`config.mk`:
```
export PLATFORM = sky130hd
export DESIGN_NAME = charge_power_limit_policy
export DESIGN_NICKNAME = d
export VERILOG_FILES = /design/src/hw/rtl/cplp_pkg.sv /design/src/hw/rtl/cplp_cfg_regs.sv /design/src/hw/rtl/cplp_policy.sv /design/src/hw/rtl/charge_power_limit_policy.sv
export SDC_FILE = /design/constraint.sdc
export NUM_CORES = 1
export LEC_CHECK = 0
export ABC_AREA = 0
export CORE_ASPECT_RATIO = 1.1
export CORE_MARGIN = 3
export CORE_UTILIZATION = 57
export CTS_BUF_LIST = sky130_fd_sc_hd__clkbuf_8
export CTS_CLUSTER_DIAMETER = 80
export DETAILED_ROUTE_END_ITERATION = 8
export DONT_BUFFER_PORTS = 1
export GPL_ROUTABILITY_DRIVEN = 1
export GPL_TIMING_DRIVEN = 0
export PLACE_DENSITY = 0.8
export SLEW_MARGIN = 5
export SYNTH_ARGS = -nofsm -noshare
export SYNTH_HDL_FRONTEND = slang
export SYNTH_HIERARCHICAL = 1
export SYNTH_SLANG_ARGS = --single-unit
```
`constraint.sdc`:
```
create_clock -name clk -period 9.1 [get_ports clk]
set_input_delay 1.82 -clock clk [delete_from_list [all_inputs] [get_ports clk]]
set_output_delay 1.82 -clock clk [all_outputs]
set_load 0.01 [all_outputs]
```
`src/hw/rtl/cplp_pkg.sv`:
```
// Types and constants shared by the charge power limit policy block.
`timescale 1ns / 1ps

package cplp_pkg;

    typedef struct packed {
        logic [6:0]        state_of_charge;
        logic              mppt_shut_down;
        logic              dcac_charge_shut_down;
        logic              system_charge_permit;
        logic              force_close;
        logic [15:0]       bms_power_limit;
        logic              mppt_charge_permit;
        logic              mppt_running;
        logic              dcac_charge_permit;
        logic              dcac_running;
        logic signed [7:0] max_temperature;
    } item_t;

    typedef struct packed {
        logic [15:0] mppt_power_setpoint;
        logic [15:0] dcac_power_setpoint;
    } result_t;

    localparam int BASE_W = 13;

    typedef struct packed {
        logic [BASE_W-1:0] mppt_base;
        logic [15:0]       dcac_input_rating;
        logic [6:0]        soc_full_level;
        logic [6:0]        soc_recharge_level;
        logic signed [7:0] temp_gear1_exit;
        logic signed [7:0] temp_gear_mid;
        logic signed [7:0] temp_gear2_enter;
    } cfg_t;

    localparam int CFG_INDEX_W = 3;
    localparam int CFG_DATA_W  = 16;

    localparam logic [CFG_INDEX_W-1:0] REG_MPPT_INPUT_RATING  = 3'd0;
    localparam logic [CFG_INDEX_W-1:0] REG_DCAC_INPUT_RATING  = 3'd1;
    localparam logic [CFG_INDEX_W-1:0] REG_SOC_FULL_LEVEL     = 3'd2;
    localparam logic [CFG_INDEX_W-1:0] REG_SOC_RECHARGE_LEVEL = 3'd3;
    localparam logic [CFG_INDEX_W-1:0] REG_TEMP_GEAR1_EXIT    = 3'd4;
    localparam logic [CFG_INDEX_W-1:0] REG_TEMP_GEAR_MID      = 3'd5;
    localparam logic [CFG_INDEX_W-1:0] REG_TEMP_GEAR2_ENTER   = 3'd6;

    // Multiplying by this and shifting right by DIV10_SHIFT divides any 16-bit value by ten.
    localparam logic [31:0] DIV10_RECIP = 32'd52429;
    localparam int          DIV10_SHIFT = 19;

    localparam logic [6:0]        SOC_FULL_RESET     = 7'd100;
    localparam logic [6:0]        SOC_RECHARGE_RESET = 7'd90;
    localparam logic signed [7:0] GEAR1_EXIT_RESET   = 8'sd60;
    localparam logic signed [7:0] GEAR_MID_RESET     = 8'sd65;
    localparam logic signed [7:0] GEAR2_ENTER_RESET  = 8'sd70;

endpackage

```
`src/hw/rtl/cplp_cfg_regs.sv`:
```
// Configuration register file; the MPPT rating is stored as its tenth.
`timescale 1ns / 1ps

module cplp_cfg_regs (
    input  logic                                clk,
    input  logic                                rst_n,
    input  logic                                cfg_we,
    input  logic [cplp_pkg::CFG_INDEX_W-1:0]    cfg_index,
    input  logic [cplp_pkg::CFG_DATA_W-1:0]     cfg_wdata,
    output cplp_pkg::cfg_t                      cfg
);

    cplp_pkg::cfg_t cfg_reg;
    logic [31:0]    base_prod;

    assign base_prod = 32'(cfg_wdata) * cplp_pkg::DIV10_RECIP;

    always_ff @(posedge clk or negedge rst_n)
    begin
        if (!rst_n)
        begin
            cfg_reg.mppt_base          <= '0;
            cfg_reg.dcac_input_rating  <= '0;
            cfg_reg.soc_full_level     <= cplp_pkg::SOC_FULL_RESET;
            cfg_reg.soc_recharge_level <= cplp_pkg::SOC_RECHARGE_RESET;
            cfg_reg.temp_gear1_exit    <= cplp_pkg::GEAR1_EXIT_RESET;
            cfg_reg.temp_gear_mid      <= cplp_pkg::GEAR_MID_RESET;
            cfg_reg.temp_gear2_enter   <= cplp_pkg::GEAR2_ENTER_RESET;
        end
        else if (cfg_we)
        begin
            case (cfg_index)
                cplp_pkg::REG_MPPT_INPUT_RATING:
                    cfg_reg.mppt_base <= base_prod[cplp_pkg::DIV10_SHIFT +: cplp_pkg::BASE_W];
                cplp_pkg::REG_DCAC_INPUT_RATING:
                    cfg_reg.dcac_input_rating <= cfg_wdata;
                cplp_pkg::REG_SOC_FULL_LEVEL:
                    cfg_reg.soc_full_level <= cfg_wdata[6:0];
                cplp_pkg::REG_SOC_RECHARGE_LEVEL:
                    cfg_reg.soc_recharge_level <= cfg_wdata[6:0];
                cplp_pkg::REG_TEMP_GEAR1_EXIT:
                    cfg_reg.temp_gear1_exit <= signed'(cfg_wdata[7:0]);
                cplp_pkg::REG_TEMP_GEAR_MID:
                    cfg_reg.temp_gear_mid <= signed'(cfg_wdata[7:0]);
                cplp_pkg::REG_TEMP_GEAR2_ENTER:
                    cfg_reg.temp_gear2_enter <= signed'(cfg_wdata[7:0]);
                default:
                    ;
            endcase
        end
    end

    assign cfg = cfg_reg;

endmodule

```
`src/hw/rtl/cplp_policy.sv`:
```
// Full latch, temperature gear state and the setpoint logic for one beat.
`timescale 1ns / 1ps

module cplp_policy (
    input  logic                clk,
    input  logic                rst_n,
    input  logic                advance,
    input  cplp_pkg::item_t     item,
    input  cplp_pkg::cfg_t      cfg,
    output cplp_pkg::result_t   result
);

    typedef enum logic [1:0] {
        GEAR_FULL  = 2'd0,
        GEAR_THREE = 2'd1,
        GEAR_HALF  = 2'd2,
        GEAR_SPARE = 2'd3
    } gear_t;

    gear_t                       gear_reg;
    gear_t                       gear_next;
    logic                        full_reg;
    logic                        full_next;
    logic                        charge_ok;
    logic                        mppt_on;
    logic                        dcac_on;
    logic [cplp_pkg::BASE_W+1:0] base_x3;
    logic [cplp_pkg::BASE_W-1:0] derated;
    logic [15:0]                 derated_ext;
    logic [15:0]                 mppt_sp;
    logic [15:0]                 dcac_sp;

    always_comb
    begin
        full_next = full_reg;
        if (item.state_of_charge == cfg.soc_full_level)
        begin
            full_next = 1'b1;
        end
        else if (item.state_of_charge <= cfg.soc_recharge_level)
        begin
            full_next = 1'b0;
        end
        if (item.mppt_shut_down && item.dcac_charge_shut_down)
        begin
            full_next = 1'b0;
        end
    end

    assign charge_ok = item.system_charge_permit && !item.force_close && !full_next
                       && (item.bms_power_limit != 16'd0);
    assign mppt_on   = charge_ok && item.mppt_charge_permit && item.mppt_running;
    assign dcac_on   = charge_ok && item.dcac_charge_permit && item.dcac_running;

    assign base_x3 = {2'b00, cfg.mppt_base} + {1'b0, cfg.mppt_base, 1'b0};

    always_comb
    begin
        gear_next = gear_reg;
        derated   = cfg.mppt_base;
        case (gear_reg)
            GEAR_THREE:
            begin
                derated = base_x3[cplp_pkg::BASE_W+1:2];
                if (item.max_temperature <= cfg.temp_gear1_exit)
                begin
                    gear_next = GEAR_FULL;
                end
                else if (item.max_temperature > cfg.temp_gear2_enter)
                begin
                    gear_next = GEAR_HALF;
                end
            end
            GEAR_HALF:
            begin
                derated = {1'b0, cfg.mppt_base[cplp_pkg::BASE_W-1:1]};
                if (item.max_temperature <= cfg.temp_gear_mid)
                begin
                    gear_next = GEAR_THREE;
                end
            end
            default:
            begin
                if (item.max_temperature > cfg.temp_gear2_enter)
                begin
                    gear_next = GEAR_HALF;
                end
                else if (item.max_temperature > cfg.temp_gear_mid)
                begin
                    gear_next = GEAR_THREE;
                end
            end
        endcase
    end

    assign derated_ext = 16'(derated);

    always_comb
    begin
        mppt_sp = '0;
        dcac_sp = '0;
        if (mppt_on)
        begin
            mppt_sp = (item.bms_power_limit < derated_ext) ? item.bms_power_limit
                                                           : derated_ext;
        end
        if (dcac_on)
        begin
            dcac_sp = (item.bms_power_limit < cfg.dcac_input_rating) ? item.bms_power_limit
                                                                     : cfg.dcac_input_rating;
        end
    end

    always_ff @(posedge clk or negedge rst_n)
    begin
        if (!rst_n)
        begin
            full_reg <= 1'b0;
            gear_reg <= GEAR_FULL;
        end
        else if (advance)
        begin
            full_reg <= full_next;
            if (mppt_on)
            begin
                gear_reg <= gear_next;
            end
        end
    end

    assign result.mppt_power_setpoint = mppt_sp;
    assign result.dcac_power_setpoint = dcac_sp;

endmodule

```
`src/hw/rtl/charge_power_limit_policy.sv`:
```
// Charge power limit policy: input register, policy logic and result register.
//
// Each beat on the item channel is one management tick. The block answers each
// tick with exactly one beat on the result channel carrying the MPPT and DCAC
// power setpoints. An accepted item lands in the input register, passes through
// the policy logic and is captured in the result register once that register is
// free or its beat is taken. While item_stall stays low, a new item can be
// accepted every cycle, giving a throughput of one item per cycle.
// Configuration registers are written through cfg_we, cfg_index and cfg_wdata,
// taking effect at the next clock edge; writes to unused indexes are ignored.
// Reset clears both pipeline stages, the full latch and the temperature gear,
// and loads the default levels and thresholds. When the receiver holds
// result_stall, the result stays in place, the input register fills, and
// item_stall rises once both stages hold beats.
`timescale 1ns / 1ps

module charge_power_limit_policy (
    input  logic                                clk,
    input  logic                                rst_n,
    input  logic                                item_valid,
    output logic                                item_stall,
    input  cplp_pkg::item_t                     item,
    output logic                                result_valid,
    input  logic                                result_stall,
    output cplp_pkg::result_t                   result,
    input  logic                                cfg_we,
    input  logic [cplp_pkg::CFG_INDEX_W-1:0]    cfg_index,
    input  logic [cplp_pkg::CFG_DATA_W-1:0]     cfg_wdata
);

    cplp_pkg::cfg_t    cfg;
    cplp_pkg::item_t   item_reg;
    logic              item_valid_reg;
    cplp_pkg::result_t result_next;
    cplp_pkg::result_t result_reg;
    logic              result_valid_reg;
    logic              result_load;
    logic              advance;
    logic              item_take;

    assign result_load = !result_valid_reg || !result_stall;
    assign advance     = item_valid_reg && result_load;
    assign item_stall  = item_valid_reg && !result_load;
    assign item_take   = item_valid && !item_stall;

    cplp_cfg_regs u_cfg_regs (
        .clk       (clk),
        .rst_n     (rst_n),
        .cfg_we    (cfg_we),
        .cfg_index (cfg_index),
        .cfg_wdata (cfg_wdata),
        .cfg       (cfg)
    );

    cplp_policy u_policy (
        .clk     (clk),
        .rst_n   (rst_n),
        .advance (advance),
        .item    (item_reg),
        .cfg     (cfg),
        .result  (result_next)
    );

    always_ff @(posedge clk or negedge rst_n)
    begin
        if (!rst_n)
        begin
            item_valid_reg   <= 1'b0;
            result_valid_reg <= 1'b0;
        end
        else
        begin
            if (item_take)
            begin
                item_valid_reg <= 1'b1;
            end
            else if (advance)
            begin
                item_valid_reg <= 1'b0;
            end
            if (result_load)
            begin
                result_valid_reg <= item_valid_reg;
            end
        end
    end

    always_ff @(posedge clk)
    begin
        if (item_take)
        begin
            item_reg <= item;
        end
        if (advance)
        begin
            result_reg <= result_next;
        end
    end

    assign result_valid = result_valid_reg;
    assign result       = result_reg;

endmodule

```
==> impl_metrics.yaml, run 1 <==
placed_design:
  io_buffer_count: 0
  detailed_place_hpwl_um: 24200
  gpl.final_weighted_congestion: 0.986
power_and_ir_drop:
  power.density_nw_per_um2: 313
  combinationalPowerShare_pct: 67.1
  leakage_nw: 6.44
  power.net_switching_w: 0.00212
  clockPowerShare_pct: 11.6
  power_switching_share_pct: 49.2
  p_int_w: 0.00218
  pwr-share-seq_pct: 21.3
  ir_drop_mv: 0.264
detailed_routing:
  drc: 0
  vias_per_cell: 5.95
  route.vias.total: 9430
  routedWlPerCell_um: 19.1
  dr.pass1.iters: 5
  first_iter_violations: 730
  finalWirelength_um: 30300
  postRouteAntennaNets: 0
cts:
  clkTransAtPathRegs_ns: 0.09
  cts.sink_count: 143
  cts_root_buffer: "clkbuf_8"
  ctsHoldBuffers: 0
  clk_path_buf_depth: 2
  setup_fix_buffers_added_after_clock_tree_synthesis: 0
  cts_made_buffers: 17
  tritoncts: "built"
  htreeDepth: 4
  postCtsResizedCells: 0
  clkLatencyLatePin_ns: 0.45
layout:
  area.sequential_um2: 3950
  largest_register_ffs: 67
  area_growth_syn_to_layout_pct: 6.54
  total_number_of_nets_in_the_final_design: 1622
  multi_input_area_um2: 7960
  layout-drive-gt1-share_pct: 11.1
  fill_cells: 1771
  layout.core_utilization_pct: 61.9
logic_synthesis:
  ys_ff_latch: 143
  synth_top_family_by_area: "adder cells"
  yosys.area_share.xor_xnor_pct: 1.87
  synth_top_area_share_pct: 19.7
  synth.distinct_cells: 85
  synth_largest_area_cell: "ha_1"
  postSynth.asyncResetShare_pct: 50.3
  post_synth_fa_ha_maj_area_fraction_pct: 32.1
  ys_top_cells_by_area: "ha_1 20%, edfxtp_1 17%, fa_1 12%"
  synth_simple_gate_area_share_pct: 9.65
  ys.warnings.count: 6
  postSynthAreaPerCell_um2: 10.3
  synth_edf_count: 71
  muxShareOfSynthArea_pct: 5.54
  synth-seq-area-share_pct: 30.7
  synth-compound-area-share_pct: 12.4
  cell_count_after_synthesis: 1253
  synth_top_flop_cell: "edfxtp_1"
  synth.cell_area_um2: 12900
timing:
  setup-tns-final_ns: 0
  max_slew_margin_pct: 32.0
  finalHoldViolCount: 0
  rsz0062_at_grt: "false"
  maxClockFrequency_mhz: 150
  worst_slew_pin_slew_ns: 1.01
  final.setup_skew_ns: 0.0172
  max_slew_violation_count: 0
  post-route-min-period_ns: 6.66
  hold_slack_ns: 0.513
  min_period_over_period_pct: 73.2
  timing.final.setup_violations: 0
global_route:
  largest_net_degree_at_the_start_of_global_routing: 73
  grt-ovfl-total: 0
  grt_pass1_wl_um: 48700
  grt.total_usage_pct: 25.2
  initial_antenna_violation_count: 1
  first_global_vias: 9739
floorplan:
  start_util_pct: 58.1
  die_y_um: 164
  floorplan.rows: 57
  floorplan_core_area_um2: 22200
  die-area_um2: 24400
  io-pin-count: 97
  die_width_um: 149
critical_path:
  critical_path_rt_ns: 9.43
  worst_setup_path_end_kind: "register"
  worst_path_max_delay_cell: "a221oi_1"
  critical_path.max_stage_delay_ns: 0.58
  crit_type: "input port to register"
  worstPathArrival_ns: 6.98
  worst_setup_path_start_kind: "input port"
  cp_max_fo: 12
  cp_cell_sequence: "ha_1 -> xor2_1 -> ha_1 -> fa_1 -> inv_1 -> fa_1 -> inv_1 -> fa_1 -> inv_1 -> fa_1 -> inv_1 -> ha_1 -> nand4_1 -> nor4_1 -> a221oi_1 -> a21boi_0 -> xnor2_1 -> o21ai_0"
run_status:
  result_of_the_run: "completed"
flow_run:
  max_cap_violations: 0
hold_path:
  hold_path_class: "register to register"
[power by group through the flow]
stage	Sequential, W	Clock, W	Combinational, W
finish	0.000916	0.000497	0.00289
global placement	0.000923	0	0.00273
floorplan	0.000887	0	0.00222
CTS	0.000915	0.000504	0.00285
global route	0.000931	0.000534	0.00325
detailed placement	0.000928	0	0.00282
[Yosys cell counts, types with 9 or more instances]
cell type,count
inv_1,228
ha_1,203
fa_1,80
a21oi_1,75
edfxtp_1,71
nand2_1,63
dfrtp_1,56
mux2_2,54
o21ai_0,53
nor2_1,42
nand3_1,36
nand4_1,17
dfstp_2,16
xnor2_1,16
a211oi_1,15
clkbuf_1,15
and2_1,14
nor3_1,13
a21o_1,11
o21a_1,10
a31oi_1,9
mux2i_1,9
xor2_1,9
[layout make-up]
cell class              count  area share [%]
clock buffers              17            1.70
multi-input cells         857            58.0
plain buffers              26           0.948
flip-flops and latches    143            28.8
diodes                      1          0.0182
clock inverters            15            1.23
repair buffers              2           0.346
well taps                 295            2.69
inverters                 229            6.26
[kinds of logic after synthesis]
| group | after synthesis |
|---|---|
| other | 1 |
| muxes | 64 |
| buffers and inverters | 255 |
| and+or+nand+nor | 240 |
| xor gates and xnor gates | 26 |
| AOI/OAI and AO/OA | 241 |
| adders and majority gates | 283 |
| DFF | 143 |
[per-stage QoR]
step	power [W]	worst slack, ns	area, µm²	instances
2_1_floorplan	0.00310	2.53	12900	1255
3_3_place_gp	0.00366	2.11	13300	1550
3_5_place_dp	0.00375	2.09	13300	1552
4_1_cts	0.00427	2.53	13700	1584
5_1_grt	0.00471	2.24	13700	1585
6_report	0.00430	2.44	13700	1585
[layout by cell type (no fill, tap or decap), types with 15 or more instances in the layout]
cell        n
a211oi_1   15
edfxtp_1   71
nand4_1    17
fa_1       80
ha_1      203
dfrtp_1    56
clkbuf_1   15
nand3_1    36
inv_1     228
o21ai_0    53
nand2_1    63
clkbuf_8   17
mux2_2     54
dfstp_2    16
nor2_1     42
xnor2_1    16
a21oi_1    75
[final timing paths]
path | from | to | slack (ns) | cells past startpoint
worst max-delay path | cfg_wdata[4] | u_cfg_regs/cfg[61] | 2.44 | 18
worst min-delay path | u_cfg_regs/cfg[15] | u_cfg_regs/cfg[15] | 0.51 | 1
worst max register to register | u_cfg_regs/cfg[55] | result[22] | 4.63 | 15
worst min register to register | u_cfg_regs/cfg[15] | u_cfg_regs/cfg[15] | 0.51 | 1
max in group asynchronous | rst_n | u_cfg_regs/cfg[28] | 7.84 | 0
min in group asynchronous | rst_n | u_cfg_regs/cfg[5] | 1.06 | 0
[worst max-delay path: cells and delay by family]
family | cells | cell delay (ns)
AOI/OAI and AO/OA | 3 | 0.89
xor gates and xnor gates | 2 | 0.39
adders and majority gates | 7 | 3.25
buffers and inverters | 4 | 0.26
and+or+nand+nor | 2 | 0.36
[layer usage]
metal	GRT usage [%]	part of all wire [%]	vias to the layer above
li1	-	-	4434
met1	31.9	41	4564
met2	43.5	50	353
met3	3.22	4.9	79
met4	10.6	3.6	0
met5	0	0	-
Note: power is estimated with default switching activity, not from simulation.
==> run 2, diff against run 1 <==
--- a/config.mk
+++ b/config.mk
@@ -15,7 +15,7 @@
 export DONT_BUFFER_PORTS = 1
 export GPL_ROUTABILITY_DRIVEN = 1
 export GPL_TIMING_DRIVEN = 0
-export PLACE_DENSITY = 0.8
+export PLACE_DENSITY = 0.83
 export SLEW_MARGIN = 5
 export SYNTH_ARGS = -nofsm -noshare
 export SYNTH_HDL_FRONTEND = slang
==> constraint.sdc (replaced) <==
create_clock -name clk -period 5.9 [get_ports clk]
set_input_delay 1.18 -clock clk [delete_from_list [all_inputs] [get_ports clk]]
set_output_delay 1.18 -clock clk [all_outputs]
set_load 0.01 [all_outputs]
==> impl_metrics.yaml, run 2 (same netlist as run 1, synthesis figures left out) <==
floorplan:
  die_width_um: 149
  io-pin-count: 97
  die_y_um: 164
  die-area_um2: 24400
  floorplan_core_area_um2: 22200
  start_util_pct: 58.1
  floorplan.rows: 57
global_route:
  first_global_vias: 9796
  grt-ovfl-total: 0
  initial_antenna_violation_count: 1
  grt_pass1_wl_um: 48700
  grt.total_usage_pct: 25.2
  largest_net_degree_at_the_start_of_global_routing: 73
detailed_routing:
  dr.pass1.iters: 6
  finalWirelength_um: 31000
  postRouteAntennaNets: 0
  drc: 0
  route.vias.total: 9695
  first_iter_violations: 737
  vias_per_cell: 6.11
  routedWlPerCell_um: 19.6
run_status:
  result_of_the_run: "completed"
critical_path:
  worst_path_max_delay_cell: "fa_1"
  worst_setup_path_end_kind: "register"
  reg2reg_depth: 14
  critical_path.max_stage_delay_ns: 0.56
  cp_cell_sequence: "ha_1 -> xor2_1 -> ha_1 -> fa_1 -> inv_1 -> fa_1 -> inv_1 -> fa_1 -> inv_1 -> fa_1 -> inv_1 -> ha_4 -> nand4_1 -> buf_4 -> nor4_2 -> a221oi_2 -> a31oi_1 -> xnor2_1 -> o21ai_0"
  crit_type: "input port to register"
  reg2reg_slack_ns: 1.47
  worstPathBufferInverterCount: 5
  cp_max_fo: 12
  regToRegStartpoint: "u_cfg_regs/cfg[55]"
  cell_type_group_with_the_largest_total_delay_on_the_critical_path: "adder cells"
  worst_setup_path_start_kind: "input port"
  worstReg2RegEnd: "result[19]"
  worstPathArrival_ns: 6.13
  critical_path.endpoint: "u_cfg_regs/cfg[65]"
  critical_path_rt_ns: 6.22
  critical_path_depth: 19
  crit_start: "cfg_wdata[4]"
cts:
  clk_path_buf_depth: 2
  cts_made_buffers: 17
  cts_root_buffer: "clkbuf_8"
  cts.sink_count: 143
  htreeDepth: 4
  clkLatencyLatePin_ns: 0.46
  tritoncts: "built"
  clkTransAtPathRegs_ns: 0.09
timing:
  max_slew_margin_pct: 23.6
  worst_slew_pin_slew_ns: 1.14
  final.setup_skew_ns: 0.0166
  post-route-min-period_ns: 5.81
  fin_ws_ns: 0.0948
  hold_slack_ns: 0.417
  max_slew_violation_count: 0
  maxClockFrequency_mhz: 172
  timing.final.setup_violations: 0
  finalHoldViolCount: 0
  min_period_over_period_pct: 98.4
layout:
  final_design_area_no_fill_um2: 13800
  layout.core_utilization_pct: 62.1
  area_growth_syn_to_layout_pct: 6.96
  layout-drive-gt1-share_pct: 11.5
  total_number_of_nets_in_the_final_design: 1624
  diodes: 0
  layout_commonest_cell: "inv_1"
  most_frequent_cells_in_the_layout: "228 x inv_1, 202 x ha_1, 80 x fa_1"
  largest_register_ffs: 67
power_and_ir_drop:
  combinationalPowerShare_pct: 67.6
  power_switching_share_pct: 48.7
  pwr-share-seq_pct: 20.6
  ir_drop_mv: 0.388
  power.net_switching_w: 0.00335
  leakage_nw: 6.45
  clockPowerShare_pct: 11.8
  p_int_w: 0.00352
  power.density_nw_per_um2: 498
flow_run:
  max_cap_violations: 0
placed_design:
  gpl.final_weighted_congestion: 0.980
  dp_slack_ns: -0.521
  place_area_um2: 13300
  detailed_place_hpwl_um: 24100
  io_buffer_count: 0
hold_path:
  hold_path_class: "input port to async pin"
==> run 2: how the worst min path moves through the flow <==
stage	startpoint	endpoint	slack, ns	cells after the start
floorplan	item_valid_reg	result_valid	0.47	1
global placement	item_valid_reg	result_valid	0.47	1
detailed placement	u_cfg_regs/cfg[13]	u_cfg_regs/cfg[13]	0.49	1
CTS	rst_n	u_cfg_regs/cfg[64]	0.38	0
global route	rst_n	u_cfg_regs/cfg[4]	0.38	0
finish	rst_n	u_cfg_regs/cfg[5]	0.42	0
==> run 2: layout make-up <==
| cell class | instances | area (µm²) |
|---|---|---|
| sequential | 143 | 3950 |
| buffer | 26 | 130 |
| inverter | 229 | 860 |
| clock buffer | 17 | 234 |
| multi-input combinational | 857 | 8000 |
| clock inverter | 15 | 174 |
| fill | 1693 | 8400 |
| timing repair buffer | 4 | 62.6 |
| tap | 295 | 369 |
==> run 2: power by group through the flow <==
stage                     clock network (W)  registers (W)  logic [W]
after global placement                    0        0.00142    0.00417
final                              0.000811        0.00141    0.00465
after detailed placement                  0        0.00143    0.00435
after global routing               0.000867        0.00144    0.00518
after floorplan                           0        0.00137    0.00342
after CTS                          0.000823        0.00141    0.00442
==> run 2: repair_timing <==
action / CTS / global route
setup endpoints to repair: 2 / 7
gates resized for setup: 2 / 6
cloned: 0 / 0
pin swaps: 0 / 3
hold buffers: 0 / 0
endpoints found under the hold margin: 0 / 0
buffers inserted: 0 / 2
==> run 2: routing by layer <==
metal | up-vias | GRT usage, % | wire length (µm)
met1 | 4724 | 31.8 | 12600
li1 | 4427 | - | -
met4 | 0 | 10.7 | 1130
met5 | - | 0 | 0
met2 | 452 | 43.0 | 15300
met3 | 92 | 4.08 | 1990
==> run 2: worst register-to-register path: stages, from the launching register on <==
cell,delay (ns)
dfrtp_1,0.47
and2_1,0.22
fa_1,0.40
a21o_1,0.23
a311oi_2,0.32
nor2_1,0.10
xor2_1,0.16
a221oi_1,0.47
ha_1,0.35
a21oi_1,0.16
o21ai_0,0.13
a2111oi_2,0.40
o21ai_2,0.17
clkbuf_1,0.25
a211oi_1,0.41
==> run 2: per-stage QoR <==
stage                     power, W  std cells  TNS [ns]
after floorplan            0.00479       1255         0
after global placement     0.00559       1550     -2.54
after detailed placement   0.00578       1552     -3.49
after CTS                  0.00665       1584         0
after global routing       0.00748       1586  -0.00401
final                      0.00687       1586         0
